<file path="config.mk">
export PLATFORM = sky130hd
export DESIGN_NAME = framed_hex_key_parser
export DESIGN_NICKNAME = d
export VERILOG_FILES = /design/src/rtl/fhkp_pkg.sv /design/src/rtl/framed_hex_key_parser.sv /design/src/rtl/fhkp_parse.sv
export VERILOG_INCLUDE_DIRS = /design/src /design/src/rtl
export SDC_FILE = /design/constraint.sdc
export NUM_CORES = 1
export LEC_CHECK = 0
export BUFFER_PORTS_ARGS = -buffer_cell sky130_fd_sc_hd__buf_2
export CELL_PAD_IN_SITES_DETAIL_PLACEMENT = 2
export CELL_PAD_IN_SITES_GLOBAL_PLACEMENT = 2
export CORE_ASPECT_RATIO = 1.5
export CORE_MARGIN = 5
export CORE_UTILIZATION = 35
export DETAILED_ROUTE_END_ITERATION = 12
export GPL_TIMING_DRIVEN = 0
export PLACE_DENSITY_LB_ADDON = 0.3
export SLEW_MARGIN = 15
export SYNTH_ARGS = -nofsm -noshare
export SYNTH_HDL_FRONTEND = slang
export SYNTH_SLANG_ARGS = --single-unit
</file>
<file path="constraint.sdc">
create_clock -name clk -period 4.6 [get_ports clk]
set_input_delay 0.23 -clock clk [delete_from_list [all_inputs] [get_ports clk]]
set_output_delay 0.23 -clock clk [all_outputs]
set_load 0.05 [all_outputs]
</file>
<file path="src/rtl/framed_hex_key_parser_defines.svh">
// Assertion macros for the framed hex key parser.
`ifndef FRAMED_HEX_KEY_PARSER_DEFINES_SVH
`define FRAMED_HEX_KEY_PARSER_DEFINES_SVH

// Same-cycle implication, disabled during reset.
`define FHKP_ASSERT_IMPLY(lbl, ante, cons, msg) \
	lbl: assert property (@(posedge clk) disable iff (!arst_n) (ante) |-> (cons)) \
		else $error(msg);

// Next-cycle implication, disabled during reset.
`define FHKP_ASSERT_NEXT(lbl, ante, cons, msg) \
	lbl: assert property (@(posedge clk) disable iff (!arst_n) (ante) |=> (cons)) \
		else $error(msg);

`endif

</file>
<file path="src/rtl/fhkp_pkg.sv">
// Shared types, constants, pattern tables and character helpers of the key parser.
package fhkp_pkg;

	localparam int KEY_STORE_BYTES_DEF = 256;
	localparam int ONE_KEY_BYTES_DEF   = 128;
	localparam int HEAD_LEN            = 37;
	localparam int FOOT_LEN            = 35;
	localparam int PADDR_W             = 3;

	localparam logic [7:0] CHAR_NL    = 8'h0A;
	localparam logic [7:0] CHAR_DASH  = 8'h2D;
	localparam logic [7:0] CHAR_SP    = 8'h20;
	localparam logic [7:0] CHAR_HT    = 8'h09;
	localparam logic [7:0] CHAR_VT    = 8'h0B;
	localparam logic [7:0] CHAR_FF    = 8'h0C;
	localparam logic [7:0] CHAR_CR    = 8'h0D;
	localparam logic [7:0] CHAR_ZERO  = 8'h30;
	localparam logic [7:0] CHAR_NINE  = 8'h39;
	localparam logic [7:0] CHAR_LA    = 8'h61;
	localparam logic [7:0] CHAR_LF    = 8'h66;
	localparam logic [7:0] CHAR_UA    = 8'h41;
	localparam logic [7:0] CHAR_UF    = 8'h46;

	localparam logic [1:0] ST_OK       = 2'd0;
	localparam logic [1:0] ST_BAD_CHAR = 2'd1;
	localparam logic [1:0] ST_NO_KEY   = 2'd2;
	localparam logic [1:0] ST_NO_FOOT  = 2'd3;

	localparam logic REG_MUST_SUCCEED = 1'b0;

	localparam logic [7:0] HEAD_ROM [HEAD_LEN] = '{
		8'h2D, 8'h2D, 8'h2D, 8'h2D, 8'h2D, 8'h42, 8'h45, 8'h47, 8'h49, 8'h4E,
		8'h20, 8'h4F, 8'h70, 8'h65, 8'h6E, 8'h56, 8'h50, 8'h4E, 8'h20, 8'h53,
		8'h74, 8'h61, 8'h74, 8'h69, 8'h63, 8'h20, 8'h6B, 8'h65, 8'h79, 8'h20,
		8'h56, 8'h31, 8'h2D, 8'h2D, 8'h2D, 8'h2D, 8'h2D
	};

	localparam logic [7:0] FOOT_ROM [FOOT_LEN] = '{
		8'h2D, 8'h2D, 8'h2D, 8'h2D, 8'h2D, 8'h45, 8'h4E, 8'h44, 8'h20, 8'h4F,
		8'h70, 8'h65, 8'h6E, 8'h56, 8'h50, 8'h4E, 8'h20, 8'h53, 8'h74, 8'h61,
		8'h74, 8'h69, 8'h63, 8'h20, 8'h6B, 8'h65, 8'h79, 8'h20, 8'h56, 8'h31,
		8'h2D, 8'h2D, 8'h2D, 8'h2D, 8'h2D
	};

	typedef struct packed {
		logic [7:0] char_in;
		logic       last;
	} char_item_t;

	typedef struct packed {
		logic        byte_valid;
		logic [7:0]  key_byte;
		logic [7:0]  byte_index;
		logic        done_res;
		logic [1:0]  keys_found;
		logic        footer_seen;
		logic [1:0]  status;
		logic [15:0] error_line;
	} res_item_t;

	function automatic logic [7:0] head_char(input logic [5:0] idx);
		logic [7:0] ch;
		ch = '0;
		if (32'(idx) < HEAD_LEN) begin
			ch = HEAD_ROM[idx];
		end
		return ch;
	endfunction

	function automatic logic [7:0] foot_char(input logic [5:0] idx);
		logic [7:0] ch;
		ch = '0;
		if (32'(idx) < FOOT_LEN) begin
			ch = FOOT_ROM[idx];
		end
		return ch;
	endfunction

	// {is_hex, nibble}
	function automatic logic [4:0] hex_value(input logic [7:0] c);
		logic [4:0] hv;
		hv = '0;
		if (c >= CHAR_ZERO && c <= CHAR_NINE) begin
			hv = {1'b1, 4'(c - CHAR_ZERO)};
		end else if (c >= CHAR_LA && c <= CHAR_LF) begin
			hv = {1'b1, 4'(c - CHAR_LA + 8'd10)};
		end else if (c >= CHAR_UA && c <= CHAR_UF) begin
			hv = {1'b1, 4'(c - CHAR_UA + 8'd10)};
		end
		return hv;
	endfunction

	function automatic logic is_blank(input logic [7:0] c);
		return c == CHAR_SP || c == CHAR_HT || c == CHAR_VT || c == CHAR_FF ||
			c == CHAR_CR || c == CHAR_NL;
	endfunction

endpackage

</file>
<file path="src/rtl/framed_hex_key_parser.sv">
// Top level of the framed hex key parser: input register, result register, register port.
//
// Usage: one text character per transaction on the char channel (char_valid, char_stall,
// char_item). Every accepted character yields exactly one result transaction on the res
// channel (res_valid, res_stall, res_item), in order. A result carries a decoded key byte
// and its index when a hex pair completes; the result for the character marked last also
// carries the key count, footer flag, status and error line, after which the parser
// rearms for a new text.
// An accepted character passes through the input register and then the result register before it appears as a result.
// Throughput: one character per cycle while the receiver does not stall, set by the combinational
// state update between the input register and the result register.
// When the receiver stalls, the result register holds its transaction, one more character
// waits in the input register, and char_stall then rises until the result is taken.
// Reset returns the parser state to its start, clears the valid flags of both registers and sets must_succeed to 0.
// must_succeed is at byte address 0 of the register port; write it only while idle.
`include "framed_hex_key_parser_defines.svh"

module framed_hex_key_parser #(
	parameter int KEY_STORE_BYTES = fhkp_pkg::KEY_STORE_BYTES_DEF,
	parameter int ONE_KEY_BYTES   = fhkp_pkg::ONE_KEY_BYTES_DEF
) (
	input  logic                          clk,
	input  logic                          arst_n,
	input  logic                          char_valid,
	output logic                          char_stall,
	input  fhkp_pkg::char_item_t          char_item,
	output logic                          res_valid,
	input  logic                          res_stall,
	output fhkp_pkg::res_item_t           res_item,
	input  logic                          psel,
	input  logic                          penable,
	input  logic                          pwrite,
	input  logic [fhkp_pkg::PADDR_W-1:0]  paddr,
	input  logic [31:0]                   pwdata,
	output logic [31:0]                   prdata,
	output logic                          pready
);

	fhkp_pkg::char_item_t item_s1;
	logic                 valid_s1;
	fhkp_pkg::res_item_t  res_n;
	fhkp_pkg::res_item_t  res_s2;
	logic                 valid_s2;
	logic                 must_succeed_q;
	logic                 advance;
	logic                 accept;

	assign pready = 1'b1;
	assign prdata = (paddr[2] == fhkp_pkg::REG_MUST_SUCCEED) ? {31'd0, must_succeed_q} : 32'd0;

	always_ff @(posedge clk or negedge arst_n) begin
		if (!arst_n) begin
			must_succeed_q <= 1'b0;
		end else if (psel && penable && pwrite && pready &&
			paddr[2] == fhkp_pkg::REG_MUST_SUCCEED) begin
			must_succeed_q <= pwdata[0];
		end
	end

	assign advance    = valid_s1 && (!valid_s2 || !res_stall);
	assign char_stall = valid_s1 && !advance;
	assign accept     = char_valid && !char_stall;

	always_ff @(posedge clk or negedge arst_n) begin
		if (!arst_n) begin
			valid_s1 <= 1'b0;
		end else begin
			valid_s1 <= accept || (valid_s1 && !advance);
		end
	end

	always_ff @(posedge clk) begin
		if (accept) begin
			item_s1 <= char_item;
		end
	end

	fhkp_parse #(
		.KEY_STORE_BYTES(KEY_STORE_BYTES),
		.ONE_KEY_BYTES  (ONE_KEY_BYTES)
	) u_parse (
		.clk         (clk),
		.arst_n      (arst_n),
		.fire        (advance),
		.item        (item_s1),
		.must_succeed(must_succeed_q),
		.res         (res_n)
	);

	always_ff @(posedge clk or negedge arst_n) begin
		if (!arst_n) begin
			valid_s2 <= 1'b0;
		end else if (advance) begin
			valid_s2 <= 1'b1;
		end else if (!res_stall) begin
			valid_s2 <= 1'b0;
		end
	end

	always_ff @(posedge clk) begin
		if (advance) begin
			res_s2 <= res_n;
		end
	end

	assign res_valid = valid_s2;
	assign res_item  = res_s2;

	`FHKP_ASSERT_NEXT(a_advance_loads, advance, valid_s2, "result register not loaded")
	`FHKP_ASSERT_IMPLY(a_idle_byte_zero, valid_s2 && !res_s2.byte_valid, res_s2.key_byte == 8'd0 && res_s2.byte_index == 8'd0, "byte fields set without byte")
	`FHKP_ASSERT_IMPLY(a_summary_zero, valid_s2 && !res_s2.done_res, res_s2.keys_found == 2'd0 && res_s2.status == fhkp_pkg::ST_OK && !res_s2.footer_seen && res_s2.error_line == 16'd0, "summary set before end")
	`FHKP_ASSERT_IMPLY(a_bad_line, valid_s2 && res_s2.done_res && res_s2.status == fhkp_pkg::ST_BAD_CHAR, res_s2.error_line != 16'd0, "bad character without line")

endmodule

</file>
<file path="src/rtl/fhkp_parse.sv">
// Parser state and single-pass per-character update producing one result transaction.
module fhkp_parse #(
	parameter int KEY_STORE_BYTES = fhkp_pkg::KEY_STORE_BYTES_DEF,
	parameter int ONE_KEY_BYTES   = fhkp_pkg::ONE_KEY_BYTES_DEF
) (
	input  logic                   clk,
	input  logic                   arst_n,
	input  logic                   fire,
	input  fhkp_pkg::char_item_t   item,
	input  logic                   must_succeed,
	output fhkp_pkg::res_item_t    res
);

	localparam int BCW = $clog2(KEY_STORE_BYTES + 1);
	localparam int K1  = ONE_KEY_BYTES;
	localparam int K2  = 2 * ONE_KEY_BYTES;
	localparam int K3  = 3 * ONE_KEY_BYTES;

	typedef enum logic [2:0] {
		PH_SEEK, PH_HEAD, PH_DATA, PH_FULL, PH_FOOT, PH_DONE
	} phase_t;

	phase_t          phase_q, phase_n;
	logic [7:0]      col_q, col_n;
	logic [5:0]      mc_q, mc_n;
	logic [3:0]      hn_q, hn_n;
	logic            np_q, np_n;
	logic [BCW-1:0]  bc_q, bc_n;
	logic [15:0]     line_q, line_n;
	logic [15:0]     bad_q, bad_n;
	logic [4:0]      hv;
	logic [7:0]      c;

	always_comb begin
		phase_n = phase_q;
		col_n   = col_q;
		mc_n    = mc_q;
		hn_n    = hn_q;
		np_n    = np_q;
		bc_n    = bc_q;
		line_n  = line_q;
		bad_n   = bad_q;
		res     = '0;
		c       = item.char_in;
		hv      = fhkp_pkg::hex_value(c);

		if (c == fhkp_pkg::CHAR_NL) begin
			col_n = '0;
			mc_n  = '0;
			if (line_q != 16'hFFFF) begin
				line_n = line_q + 16'd1;
			end
		end else begin
			if (col_q == 8'd0) begin
				if (phase_n == PH_HEAD) begin
					phase_n = PH_DATA;
				end
				if ((phase_n == PH_DATA || phase_n == PH_FULL) && c == fhkp_pkg::CHAR_DASH) begin
					phase_n = PH_FOOT;
				end
			end
			if (phase_n == PH_SEEK && 32'(col_q) < fhkp_pkg::HEAD_LEN &&
				c == fhkp_pkg::head_char(col_q[5:0])) begin
				if (mc_q != 6'h3F) begin
					mc_n = mc_q + 6'd1;
				end
				if (32'(mc_n) == fhkp_pkg::HEAD_LEN) begin
					phase_n = PH_HEAD;
				end
			end
			if (phase_n == PH_FOOT && 32'(col_q) < fhkp_pkg::FOOT_LEN &&
				c == fhkp_pkg::foot_char(col_q[5:0])) begin
				if (mc_q != 6'h3F) begin
					mc_n = mc_q + 6'd1;
				end
				if (32'(mc_n) == fhkp_pkg::FOOT_LEN) begin
					phase_n = PH_DONE;
				end
			end
			if (phase_n == PH_DATA) begin
				if (hv[4]) begin
					if (!np_q) begin
						hn_n = hv[3:0];
						np_n = 1'b1;
					end else begin
						np_n           = 1'b0;
						res.byte_valid = 1'b1;
						res.key_byte   = {hn_q, hv[3:0]};
						res.byte_index = 8'(bc_q);
						hn_n           = '0;
						if (32'(bc_q) < KEY_STORE_BYTES) begin
							bc_n = bc_q + BCW'(1);
						end
						if (32'(bc_n) >= KEY_STORE_BYTES) begin
							phase_n = PH_FULL;
						end
					end
				end else if (!fhkp_pkg::is_blank(c)) begin
					if (bad_q == 16'd0) begin
						bad_n = line_q;
					end
				end
			end
			if (col_q != 8'hFF) begin
				col_n = col_q + 8'd1;
			end
		end

		if (item.last) begin
			res.done_res    = 1'b1;
			res.footer_seen = (phase_n == PH_DONE);
			res.error_line  = bad_n;
			priority if (32'(bc_n) >= K3) begin
				res.keys_found = 2'd3;
			end else if (32'(bc_n) >= K2) begin
				res.keys_found = 2'd2;
			end else if (32'(bc_n) >= K1) begin
				res.keys_found = 2'd1;
			end else begin
				res.keys_found = 2'd0;
			end
			priority if (bad_n != 16'd0) begin
				res.status = fhkp_pkg::ST_BAD_CHAR;
			end else if (must_succeed && res.keys_found == 2'd0) begin
				res.status = fhkp_pkg::ST_NO_KEY;
			end else if (must_succeed && phase_n != PH_DONE) begin
				res.status = fhkp_pkg::ST_NO_FOOT;
			end else begin
				res.status = fhkp_pkg::ST_OK;
			end
		end
	end

	always_ff @(posedge clk or negedge arst_n) begin
		if (!arst_n) begin
			phase_q <= PH_SEEK;
			col_q   <= '0;
			mc_q    <= '0;
			hn_q    <= '0;
			np_q    <= 1'b0;
			bc_q    <= '0;
			line_q  <= 16'd1;
			bad_q   <= '0;
		end else if (fire) begin
			if (item.last) begin
				phase_q <= PH_SEEK;
				col_q   <= '0;
				mc_q    <= '0;
				hn_q    <= '0;
				np_q    <= 1'b0;
				bc_q    <= '0;
				line_q  <= 16'd1;
				bad_q   <= '0;
			end else begin
				phase_q <= phase_n;
				col_q   <= col_n;
				mc_q    <= mc_n;
				hn_q    <= hn_n;
				np_q    <= np_n;
				bc_q    <= bc_n;
				line_q  <= line_n;
				bad_q   <= bad_n;
			end
		end
	end

endmodule

</file>
* Yosys cells after proc, flatten, opt, wreduce, memory -nomap -nowiden
Memory sizes are Yosys's and may differ from the RTL's. Cells that the tools add are included.
Word-level totals: bits in latches 0, bits of input ports 51, output and inout bits 74, ROM bits 1024, word-level logic and storage cells 205, RAM bits 0, bits in registers 114, memories kept 2
Cells by class: muxes and demuxes 83, divide/modulo/power cells 0, bitwise logic cells 6, add/sub/neg operators 9, multiply operators 0, eq/ne operators 23, order comparisons 16, shift-type cells 0, reductions and logical operators 44
Memories:
- (name not given) | words 64, width 8, read ports 1, clocked after memory_dff 0, wr ports 0, RTL line fhkp_pkg.sv:65 | ch = HEAD_ROM[idx];
- (name not given) | words 64, width 8, read ports 1, clocked after memory_dff 0, wr ports 0, RTL line fhkp_pkg.sv:74 | ch = FOOT_ROM[idx];
Operators with widths (number):
- 2-to-1 mux 16 bit | 9
- 2-to-1 mux 9 bit | 10
- 2-to-1 mux 8 bit | 11
- 2-to-1 mux 6 bit | 10
- 2-to-1 mux 3 bit | 18
- == test 8 x 4 -> 1 bit, second input constant | 5
- greater-or-equal comparator 9 bit, second input constant | 3
- 2-to-1 mux 22 bit | 1
- 2-to-1 mux 4 bit | 5
- 2-to-1 mux 17 bit | 1
- adder 16 x 1 -> 16 bit, second input constant | 1
- == test 8 x 6 -> 1 bit, second input constant | 2
- == test 8 bit | 2
- greater-or-equal comparator 8 x 7 -> 1 bit, second input constant | 2
- less-or-equal comparator 8 x 7 -> 1 bit, second input constant | 2
- logical AND 1 bit | 16
- zero test 16 bit | 1
- less-than comparator 8 x 6 -> 1 bit, second input constant | 2
- inequality test 16 bit, second input constant | 1
- nonzero test 16 bit | 1
- 2-to-1 mux 5 bit | 3
- == test 6 bit, second input constant | 2
- less-than comparator 6 bit, second input constant | 2
- 2-to-1 mux 2 bit | 6
- other kinds (34) | 65

* Logic depth before layout (Yosys ltp)
Gate-level depths: netlist of the first run.
depth in word-level cells 45, depth in mapped cells 14, depth with buffers taken out 12

* By module
From an unflattened synthesis of the first run, not the netlist that was laid out.
Second synthesis, totals: cells, all modules 747, area total of the unflattened synthesis 7290.7 um2
By module, submodules not included:
- fhkp_parse | cells each 653, times used 1, seq. area each 1577.8 um2, area an instance 5461.5 um2
- framed_hex_key_parser | cells each 94, times used 1, seq. area each 1516.5 um2, area an instance 1829.3 um2

* Worst setup path after synthesis of the first run
Ideal clock, no wire load.
kind flip-flop to flip-flop, start point reg u_parse.col_q[0], end point reg res_s2, in the netlist res_item[16] (data pin), setup time 0.260 ns, setup slack 1.117 ns, stages on the path, launching flop included 13, period minus slack after synthesis 3.483 ns, buffers on the path 2, arrival 3.223 ns, cell sequence dfrtp_1 > clkbuf_1 > inv_1 > ha_1 > clkbuf_1 > a211oi_1 > o31a_1 > or4_1 > o311a_1 > or3b_1 > o31a_1 > nor2_1 > o31ai_1
On the way: cells in the longest elaborated chain, start to end 28, elaborated cells on any way between the ends 62, those cells by class order compare: 7; eq/ne: 6; mux: 36; bitwise: 1; reduce/logical: 10; memory: 2
Ends and longest elaborated chain:
- from (decl) | RTL line fhkp_parse.sv:24 | logic [7:0] col_q, col_n;
- from (signal assigned) | RTL line fhkp_parse.sv:156 | col_q <= col_n;
- NOT 6 -> 7 bit (implied by the code) | RTL line fhkp_pkg.sv:65, fhkp_pkg.sv:74
- memory read (64 x 8 bit)
- 2-to-1 mux 8 bit (implied by the code) (2 in series) | RTL line fhkp_pkg.sv:65
- 2-to-1 mux 8 bit | RTL line fhkp_pkg.sv:64 | if (32'(idx) < HEAD_LEN) begin
- 2-to-1 mux 8 bit | RTL line fhkp_parse.sv:47 | if (c == fhkp_pkg::CHAR_NL) begin
- == test 8 bit | RTL line fhkp_parse.sv:63 | c == fhkp_pkg::head_char(col_q[5:0])) begin
- logical AND 1 bit | RTL line fhkp_parse.sv:62 | if (phase_n == PH_SEEK && 32'(col_q) < fhkp_pkg::HEAD_LEN &&
- 2-to-1 mux 6 bit | RTL line fhkp_parse.sv:62
- [11 not listed]
- 2-to-1 mux 1 bit | RTL line fhkp_parse.sv:117 | end else if (32'(bc_n) >= K1) begin
- 2-to-1 mux 2 bit | RTL line fhkp_parse.sv:115 | end else if (32'(bc_n) >= K2) begin
- 2-to-1 mux 2 bit | RTL line fhkp_parse.sv:113 | priority if (32'(bc_n) >= K3) begin
- 2-to-1 mux 2 bit | RTL line fhkp_parse.sv:109 | if (item.last) begin
- zero test 2 bit | RTL line fhkp_parse.sv:124 | end else if (must_succeed && res.keys_found == 2'd0) begin
- logical AND 1 bit | RTL line fhkp_parse.sv:124
- 2-to-1 mux 2 bit | RTL line fhkp_parse.sv:124
- 2-to-1 mux 2 bit (*) | RTL line fhkp_parse.sv:122 | priority if (bad_n != 16'd0) begin
- to (signal assigned) | RTL line framed_hex_key_parser.sv:102 | res_s2 <= res_n;
- to (decl) | RTL line framed_hex_key_parser.sv:42 | fhkp_pkg::res_item_t res_s2;
Mark *: on every way between the ends. The rest lies on a longest branch, timed or not. The select of a mux whose other input is x is not followed. A chain may end at the register's enable or synchronous reset.

* Worst setup path in the final report of the first run
start point reg item_s1[2] (netlist name), end point reg res_s2, in the netlist res_item[17] (data pin)
On the way: cells in the longest elaborated chain, start to end 27, elaborated cells on any way between the ends 75, those cells by class order compare: 9; eq/ne: 13; mux: 34; reduce/logical: 19
Ends and longest elaborated chain:
- from (decl) | RTL line framed_hex_key_parser.sv:39 | fhkp_pkg::char_item_t item_s1;
- from (signal assigned) | RTL line framed_hex_key_parser.sv:74 | item_s1 <= char_item;
- == test 8 x 6 -> 1 bit | RTL line fhkp_parse.sv:58 | if ((phase_n == PH_DATA || phase_n == PH_FULL) && c == fhkp_pkg::CHAR_DASH) begin
- logical AND 1 bit | RTL line fhkp_parse.sv:58
- 2-to-1 mux 3 bit | RTL line fhkp_parse.sv:58
- 2-to-1 mux 3 bit | RTL line fhkp_parse.sv:54 | if (col_q == 8'd0) begin
- 2-to-1 mux 3 bit | RTL line fhkp_parse.sv:47
- zero test 3 bit | RTL line fhkp_parse.sv:62
- logical AND 1 bit (2 in series) | RTL line fhkp_parse.sv:62
- 2-to-1 mux 6 bit | RTL line fhkp_parse.sv:62
- [10 not listed]
- greater-or-equal comparator 9 x 8 -> 1 bit | RTL line fhkp_parse.sv:117
- 2-to-1 mux 1 bit | RTL line fhkp_parse.sv:117
- 2-to-1 mux 2 bit | RTL line fhkp_parse.sv:115
- 2-to-1 mux 2 bit | RTL line fhkp_parse.sv:113
- 2-to-1 mux 2 bit | RTL line fhkp_parse.sv:109
- zero test 2 bit | RTL line fhkp_parse.sv:124
- logical AND 1 bit | RTL line fhkp_parse.sv:124
- 2-to-1 mux 2 bit | RTL line fhkp_parse.sv:124
Several ways; a longest one is shown, not always the timed one. The select of a mux whose other input is x is not followed.

==> impl_metrics.yaml, run 1 <==
synthesis:
  synth_xor_area_frac: 0.0301
  synthAdderAreaFrac: 0.0251
  synth_top_family_by_area: "simple AND/OR/NAND/NOR gates"
  synth_edf_count: 48
  netlist_instances: 742
  synthArstFlopShare: 0.579
  synth_compound_area_frac: 0.183
  synth_warnings: 0
  syn-mean-instance-area_um2: 9.42
  ys_types: 93
  seq_area_frac_synth: 0.443
  synth_area_um2: 6990
  synth_seq_cells: 114
  synth-simple-area-share: 0.224
  ys.flop_type: "dfrtp_1"
  synth_mux_area_frac: 0.0168
detailed_routing:
  via_per_inst: 5.46
  drt-wirelength-per-cell_um: 21.5
  vias: 6189
  drcViolationCount: 0
  drtIter0Drc: 271
  dr.pass1.iters: 4
  wirelength_um: 24400
  drtAntennaViolNets: 0
pwr:
  p_per_area_nw_per_um2: 423
  total_power_mw: 3.60
  p_leak_nw: 3.63
  peakVddDrop_mv: 0.296
grt:
  grt.total_usage: 0.215
  grt_pass1_wl_um: 39000
  grt-ovfl-total: 0
  grt_pass1_vias: 7021
  grt_max_degree: 56
  antenna_found_initial: 0
clock_network:
  clockBufferDepth: 2
  clkLatencyLatePin_ns: 0.42
  cts-root-buf: "clkbuf_16"
  cts.clk_slew.worst_paths_ns: 0.06
  cts_buffers: 17
  cts.htree.levels: 4
  cts_tree: "yes"
  cts.sinks: 114
floorplan:
  coreArea_um2: 19700
  die_h_um: 183
  dieArea_um2: 23000
  ioPinCount: 125
  fp.dieW_um: 125
  rows: 63
  start_util: 0.355
final_layout:
  instances_no_fill: 1134
  drive_gt1_frac: 0.195
  final_common_cell: "nor2_1"
  area_delta_synth_final_pct: 21.9
  layout_common_cells: "nor2_1 (89), buf_2 (68), dfrtp_1 (65)"
  layout.nets: 926
  antenna_cells: 0
sta:
  fmax_mhz: 233
  rsz0062_at_grt: "false"
  worst_slew_pin_slew_ns: 1.12
  setup_viol: 0
  clock_skew_ns: 0.00849
  slew_violations: 0
  hold_viol_final: 0
  max-slew-margin-rel: 0.253
  fin_crit_sh: 0.932
  layout_min_cycle_time_ns: 4.29
  timing.setup.tns_ns: 0
worst_setup_path:
  crit_path_start: "item_s1[2]$_DFFE_PP_"
  required_ns: 4.82
  cp-end-kind: "flop"
  criticalPathCategory: "reg -> reg"
  worstReg2RegStart: "item_s1[2]$_DFFE_PP_"
  cp_data_arrival_time_ns: 4.51
  start_kind: "flop"
  cp_max_fo: 8
worst_hold_path:
  min_path_type: "in -> reg"
  worst_hold_startpoint: "res_stall"
place:
  dp_hpwl_um: 17200
  dp_cells: 1092
  io_buffers: 59
  gp_congestion: 0.884
job:
  max-cap-violations: 0
status:
  outcome: "finished, final reports clean"
-- registers in the layout, summed over array words and instances, names as in the netlist, 3 cells and up --
signal           cells
res_item            39
item_s1              9
u_parse.col_q        8
u_parse.phase_q      3
u_parse.bad_q       16
u_parse.mc_q         6
u_parse.hn_q         4
u_parse.bc_q         9
u_parse.line_q      16
-- per-stage QoR --
| step | worst slack, ns | utilization | instance area (um2) | hold slack (ns) |
|---|---|---|---|---|
| 2_1_floorplan | 1.12 | - | 7100 | -0.0656 |
| 3_3_place_gp | 0.231 | 0.392 | 7720 | 0.410 |
| 3_5_place_dp | 0.0980 | 0.393 | 7750 | 0.102 |
| 4_1_cts | 0.0696 | 0.432 | 8510 | 0.000112 |
| 5_1_grt | 0.00322 | 0.432 | 8520 | 0.0487 |
| 6_report | 0.314 | 0.432 | 8520 | 0.0456 |
-- path summary, 6_finish.rpt --
path | endpoint | slack (ns) | depth (start not counted)
hold reg to reg | res_valid$_DFFE_PN0P_ | 0.50 | 1
setup / recovery | res_item[17]$_SDFFCE_PP0P_ | 0.31 | 12
setup reg to reg | res_item[17]$_SDFFCE_PP0P_ | 0.31 | 12
hold / removal | res_valid$_DFFE_PN0P_ | 0.05 | 2
min in group asynchronous | valid_s1$_DFF_PN0_ | 0.20 | 2
max in group asynchronous | u_parse.line_q[0]$_DFFE_PN1P_ | 3.80 | 3
-- metal layers --
layer	wire length, um	part of all wire	track usage	up-vias
met5	0	0	0	-
met4	792	0.033	0.0898	0
met3	704	0.029	0.0382	52
met2	13800	0.57	0.424	131
met1	9040	0.37	0.219	3151
li1	-	-	-	2855
-- final cells by class --
class                      instances  area, um2
fill                            2171      11200
multi-input combinational        563       3470
sequential                       114       3090
buffer                            74        460
clock buffer                      18        429
timing repair buffer              70        425
tap                              260        325
clock inverter                    14        228
inverter                          21       81.3
-- cell families (layout without fill, tap and decap cells) --
group,after synthesis,in the layout
compound gates,189,189
xor+xnor,24,24
fa+ha+maj,14,14
flops,114,114
other cells,2,32
mux,10,10
simple gates,294,294
buf+inv,95,197
-- cells in the mapped netlist (all sizes together), types with 3 or more instances --
master | count | area share
ha | 14 | 0.025
o21a | 4 | 0.0043
nand4 | 13 | 0.012
xnor2 | 12 | 0.015
o31ai | 3 | 0.0032
nand2b | 12 | 0.011
a21o | 12 | 0.013
or3 | 10 | 0.0090
mux2i | 5 | 0.0072
nor3 | 14 | 0.011
a22o | 3 | 0.0038
a22oi | 5 | 0.0054
dfrtp | 65 | 0.23
nor3b | 5 | 0.0054
xor2 | 12 | 0.015
a31oi | 7 | 0.0063
nor2b | 23 | 0.021
o21ai | 36 | 0.026
a211oi | 9 | 0.0097
buf | 51 | 0.053
a2111oi | 4 | 0.0052
mux2 | 4 | 0.0064
a311oi | 4 | 0.0050
clkbuf | 23 | 0.013
o211a | 4 | 0.0057
a31o | 3 | 0.0038
nor2 | 89 | 0.048
and3 | 10 | 0.0090
nand3 | 19 | 0.015
nand2 | 44 | 0.024
o31a | 3 | 0.0038
inv | 20 | 0.011
a32oi | 3 | 0.0038
and2 | 25 | 0.022
a21oi | 59 | 0.044
a32o | 3 | 0.0043
edfxtp | 48 | 0.21
nor4 | 13 | 0.016
-- timing repair --
action / 4_1_cts / 5_1_grt
setup endpoints to repair: 0 / 5
gates resized for setup: 0 / 3
hold buffers: 10 / 0
hold endpoints to repair: 74 / 0
buffers inserted: 0 / 0
-- critical path, stage by stage, from the launching register on --
cell and delay (ns):
edfxtp_1 0.51, inv_1 0.21, ha_1 0.28, o21bai_1 0.11, a2111oi_1 0.99, nand2b_1 0.30
o211ai_2 0.21, or2_1 0.27, buf_2 0.17, or3_1 0.45, nor2_1 0.21, a21oi_1 0.06
a211oi_1 0.29
-- power breakdown --
group          internal (mW)  total (mW)  switching, mW
registers               1.16        1.25         0.0935
logic                  0.246       0.848          0.602
clock network          0.970        1.50          0.530
Power figures use the tool's default switching activity.
==> run 2, diff against run 1 <==
- ABC_AREA: default -> 1
- ABC_CLOCK_PERIOD_IN_PS: default -> 4600
- CORE_UTILIZATION: 35 -> 33
==> run 2 against run 1 <==
  * Sequential cell count did not move
  * Power shrank 12%
  * Combinational power is 21% lower
  * Non-clock buffer count fell by 21
  * Global-route usage grew 1.2 points
  * Register-to-register slack gained 0.68 ns
  * Critical endpoint is now res_item[16]$_SDFFCE_PN0P_
  * Largest cell class is now flip-flops and latches
==> impl_metrics.yaml, run 2 <==
status:
  outcome: "finished, final reports clean"
final_layout:
  final_area_um2: 8350
  antenna_cells: 0
  largest_reg_flops: 39
  layout_common_cells: "nand2_1 (178), inv_1 (124), nor2_1 (91)"
  fin_util: 0.407
  drive_gt1_frac: 0.173
  area_delta_synth_final_pct: 20.9
  layout.nets: 1064
  instances_no_fill: 1276
  final_common_cell: "nand2_1"
sta:
  clock_skew_ns: 0.00795
  timing.setup.tns_ns: 0
  final.setup.worst_slack_ns: 0.991
  holdWs_ns: 0.0221
  max-slew-margin-rel: 0.325
  setup_viol: 0
  rsz0062_at_grt: "false"
  fmax_mhz: 277
  fin_crit_sh: 0.785
  layout_min_cycle_time_ns: 3.61
  hold_viol_final: 0
  worst_slew_pin_slew_ns: 1.01
  slew_violations: 0
synthesis:
  synth_warnings: 0
  netlist_instances: 881
  yosysTopAreaCell: "dfrtp_1"
  synthTopCellsByCount: "nand2_1 (178), inv_1 (124), nor2_1 (91), nand3_1 (69), dfrtp_1 (65)"
  synth_edf_count: 48
  yosys.area.top_type_share: 0.235
  ys_types: 48
  seq_area_frac_synth: 0.448
  synth_area_um2: 6910
  ys_top_cells_by_area: "dfrtp_1 (24%), edfxtp_1 (21%), nand2_1 (9.7%)"
  yosysMostFrequentCell: "nand2_1"
  ys.flop_type: "dfrtp_1"
  synth_seq_cells: 114
  synthArstFlopShare: 0.579
  syn-mean-instance-area_um2: 7.84
floorplan:
  dieArea_um2: 24000
  die_h_um: 187
  rows: 64
  coreArea_um2: 20500
  start_util: 0.337
  fp.dieW_um: 128
  ioPinCount: 125
clock_network:
  cts.sinks: 114
  cts.clk_slew.worst_paths_ns: 0.06
  post_cts_resized: 0
  cts.htree.levels: 4
  cts-root-buf: "clkbuf_16"
  post_cts_buffers: 0
  cts_buffers: 17
  clockBufferDepth: 2
  cts_hold_buffers: 9
  cts_tree: "yes"
  clkLatencyLatePin_ns: 0.43
job:
  max-cap-violations: 0
pwr:
  total_power_mw: 3.17
  p_per_area_nw_per_um2: 379
  p_leak_nw: 3.81
  peakVddDrop_mv: 0.237
detailed_routing:
  wirelength_um: 26600
  drt-wirelength-per-cell_um: 20.8
  vias: 6664
  drtIter0Drc: 301
  dr.pass1.iters: 4
  drtAntennaViolNets: 0
  drcViolationCount: 0
  via_per_inst: 5.22
place:
  dp_cells: 1235
  io_buffers: 59
  gp_congestion: 0.882
  post-place-ws_ns: 0.950
  dp_hpwl_um: 19000
  postPlaceCellArea_um2: 7680
grt:
  grt.total_usage: 0.227
  grt_pass1_vias: 7763
  grt_max_degree: 55
  grt_pass1_wl_um: 42500
  grt.busiest_layer: "met2"
  grt-ovfl-total: 0
  grt.met2_usage: 0.439
  antenna_found_initial: 0
  use_met1: 0.228
  grtUsageMet3: 0.0409
worst_setup_path:
  cp_max_fo: 9
  required_ns: 4.75
  start_kind: "flop"
  criticalPathCategory: "reg -> reg"
  cp_data_arrival_time_ns: 3.76
  cp-end-kind: "flop"
worst_hold_path:
  min_path_type: "in -> reg"
-- run 2: path summary, 6_finish.rpt --
path / cells past startpoint / endpoint / slack (ns) / from
max: 20 / res_item[16]$_SDFFCE_PN0P_ / 0.99 / u_parse.col_q[0]$_DFFE_PN0P_
min: 2 / valid_s1$_DFF_PN0_ / 0.02 / char_valid
max reg2reg: 20 / res_item[16]$_SDFFCE_PN0P_ / 0.99 / u_parse.col_q[0]$_DFFE_PN0P_
min reg2reg: 2 / res_valid$_DFFE_PN0P_ / 0.52 / valid_s1$_DFF_PN0_
max in group asynchronous: 3 / u_parse.line_q[0]$_DFFE_PN1P_ / 3.80 / arst_n
min in group asynchronous: 2 / u_parse.bc_q[3]$_DFFE_PN0P_ / 0.19 / arst_n
-- run 2: layout make-up --
class	count	area [um2]
Buffer	54	363
Clock buffer	20	447
Clock inverter	12	134
Fill cell	2456	12100
Inverter	134	507
Multi-Input combinational cell	609	3060
Sequential cell	114	3090
Tap cell	264	330
Timing Repair Buffer	69	415
-- run 2: metal layers --
metal	share of wire	vias to the layer above
met3	0.029	69
li1	-	3088
met2	0.57	154
met1	0.36	3353
met4	0.043	0
met5	0	-
-- run 2: where the power goes --
group | switching, mW | internal, mW
Sequential | 0.0370 | 1.11
Clock | 0.531 | 0.812
Combinational | 0.501 | 0.171
-- run 2: critical path: stages, from the launching register on --
cell	delay, ns
dfrtp_1	0.56
inv_1	0.25
ha_1	0.36
inv_1	0.13
nand2_1	0.17
nand3_1	0.13
nand2_1	0.07
a21oi_1	0.11
o21ai_0	0.20
nand2_1	0.12
nand2_1	0.05
nand2_1	0.07
nand2_1	0.06
nor2_1	0.23
nand3_2	0.17
nor2_1	0.14
nand2_1	0.07
nand4_1	0.14
nand3_2	0.13
nand3_1	0.11
a21oi_1	0.07
-- run 2: cells by family after synthesis --
group,after synthesis,synth area share
simple gates,413,0.278
buf+inv,188,0.125
compound gates,146,0.117
flops,114,0.448
fa+ha+maj,14,0.0253
xor+xnor,4,0.00507
other cells,2,0.00109
==> run 3, diff against run 2 <==
- ABC_CLOCK_PERIOD_IN_PS: 4600 -> 3500
- clock period: 4.6 -> 3.5 ns (I/O delays scaled with it)
==> run 3 against run 2 <==
  * Highest routed layer unchanged
  * Setup slack lost 0.80 ns
  * Hold slack lost 0.0086 ns
  * Register-to-register slack lost 0.80 ns
  * Sequential power grew 31%
  * Combinational power grew 36%
  * Clock power grew 32%
==> impl_metrics.yaml, run 3 (synthesis results as in run 2) <==
sta:
  worst_slew_pin_slew_ns: 1.03
  clock_skew_ns: 0.00832
  slew_violations: 0
  hold_viol_final: 0
  layout_min_cycle_time_ns: 3.31
  max-slew-margin-rel: 0.311
  setup_viol: 0
  fin_crit_sh: 0.945
  fmax_mhz: 302
worst_setup_path:
  crit_path_top_delay_cell: "edfxtp_1"
  start_kind: "flop"
  cp-end-kind: "flop"
  cp_max_fo: 10
  critPathMaxStageDelay_ns: 0.45
  cp_data_arrival_time_ns: 3.47
  path_cells: "inv_1 > ha_1 > o311ai_4 > nand2_1 > nor2_1 > nand3_2 > buf_2 > o21ai_0 > inv_1 > nand4_1 > nor2_1 > nand4_1 > a21oi_1"
  required_ns: 3.67
  crit_buf_inv: 3
  criticalPathCategory: "reg -> reg"
  critPathTopFamily: "simple AND/OR/NAND/NOR gates"
clock_network:
  cts.clk_slew.worst_paths_ns: 0.06
  cts-root-buf: "clkbuf_16"
  cts.htree.levels: 4
  clkLatencyLatePin_ns: 0.42
  clockBufferDepth: 2
  cts.sinks: 114
  cts_buffers: 17
  cts_tree: "yes"
grt:
  grt.total_usage: 0.228
  grt_pass1_vias: 7780
  antenna_found_initial: 0
  grt_max_degree: 55
  grt-ovfl-total: 0
  grt_pass1_wl_um: 42600
floorplan:
  ioPinCount: 125
  fp.dieW_um: 128
  coreArea_um2: 20500
  start_util: 0.337
  rows: 64
  dieArea_um2: 24000
  die_h_um: 187
final_layout:
  largest_reg_flops: 39
  antenna_cells: 0
  layout_common_cells: "nand2_1 (178), inv_1 (121), nor2_1 (89)"
  layout.nets: 1073
  fillers: 2450
  final_common_cell: "nand2_1"
  fin_util: 0.412
  instances_no_fill: 1285
  area_delta_synth_final_pct: 22.3
  drive_gt1_frac: 0.187
place:
  dp_cells: 1235
  io_buffers: 59
  gp_congestion: 0.882
  dp_hpwl_um: 19000
detailed_routing:
  drtAntennaViolNets: 0
  drt-wirelength-per-cell_um: 20.8
  dr.pass1.iters: 4
  via_per_inst: 5.18
  vias: 6660
  drtIter0Drc: 289
  wirelength_um: 26700
  drcViolationCount: 0
pwr:
  p_leak_nw: 3.84
  p_per_area_nw_per_um2: 496
  peakVddDrop_mv: 0.306
worst_hold_path:
  min_path_type: "in -> reg"
status:
  outcome: "finished, final reports clean"
job:
  max-cap-violations: 0
## run 3: layout make-up
| cell class | instances | area [um2] | share of cell area |
|---|---|---|---|
| multi-input cells | 609 | 3080 | 0.365 |
| repair buffers | 78 | 488 | 0.0577 |
| flip-flops and latches | 114 | 3100 | 0.366 |
| well taps | 264 | 330 | 0.0391 |
| inverters | 134 | 510 | 0.0604 |
| clock inverters | 12 | 134 | 0.0158 |
| plain buffers | 54 | 363 | 0.0429 |
| clock buffers | 20 | 447 | 0.0528 |
## run 3: path summary, 6_finish.rpt
kind	from	to	slack [ns]	cells after the start
worst max-delay path	item_s1[1]$_DFFE_PP_	res_item[17]$_SDFFCE_PP0P_	0.19	13
worst min-delay path	pwdata[0]	must_succeed_q$_DFFE_PN0P_	0.01	3
min in group asynchronous	arst_n	u_parse.bc_q[3]$_DFFE_PN0P_	0.14	2
worst min register to register	valid_s1$_DFF_PN0_	res_valid$_DFFE_PN0P_	0.52	2
max in group asynchronous	arst_n	u_parse.line_q[0]$_DFFE_PN1P_	2.75	3
worst max register to register	item_s1[1]$_DFFE_PP_	res_item[17]$_SDFFCE_PP0P_	0.19	13
## run 3: worst min-delay path: stages
cell,delay (ns)
buf_2,0.08
nor2_1,0.03
a21oi_1,0.10
## run 3: repair_timing
action,in CTS,in global routing
setup buffers,2,5
cloned,0,0
gates resized for setup,3,8
endpoints found under the setup margin,3,3
hold buffers,11,0
pin swaps,0,0
hold endpoints to repair,75,0
## run 3: per-stage QoR
stage / power (mW) / cell area (um2) / worst slack (ns) / hold slack, ns / TNS [ns]
6_report: 4.19 / 8450 / 0.193 / 0.0135 / 0
5_1_grt: 4.37 / 8450 / -0.00384 / 0.0177 / -0.00384
4_1_cts: 4.20 / 8400 / 0.0425 / 0.00433 / 0
3_5_place_dp: 2.41 / 7680 / -0.150 / 0.0447 / -0.278
3_3_place_gp: 2.39 / 7650 / -0.527 / 0.354 / -24.50
2_1_floorplan: 2.14 / 7020 / 0.489 / -0.121 / 0
## run 3: power by group
group          leakage (nW)  switching (mW)  total, mW  internal (mW)
Sequential             1.38          0.0471       1.51           1.47
Combinational          2.20           0.672      0.913          0.242
Clock                 0.269           0.698       1.77           1.07
Total                  3.84            1.42       4.19           2.77
## run 3: routing by layer
| layer | wire (um) | GRT usage | up-vias |
|---|---|---|---|
| li1 | - | - | 3110 |
| met1 | 9800 | 0.229 | 3351 |
| met2 | 15100 | 0.438 | 132 |
| met3 | 681 | 0.0446 | 67 |
| met4 | 1130 | 0.107 | 0 |
| met5 | 0 | 0 | - |
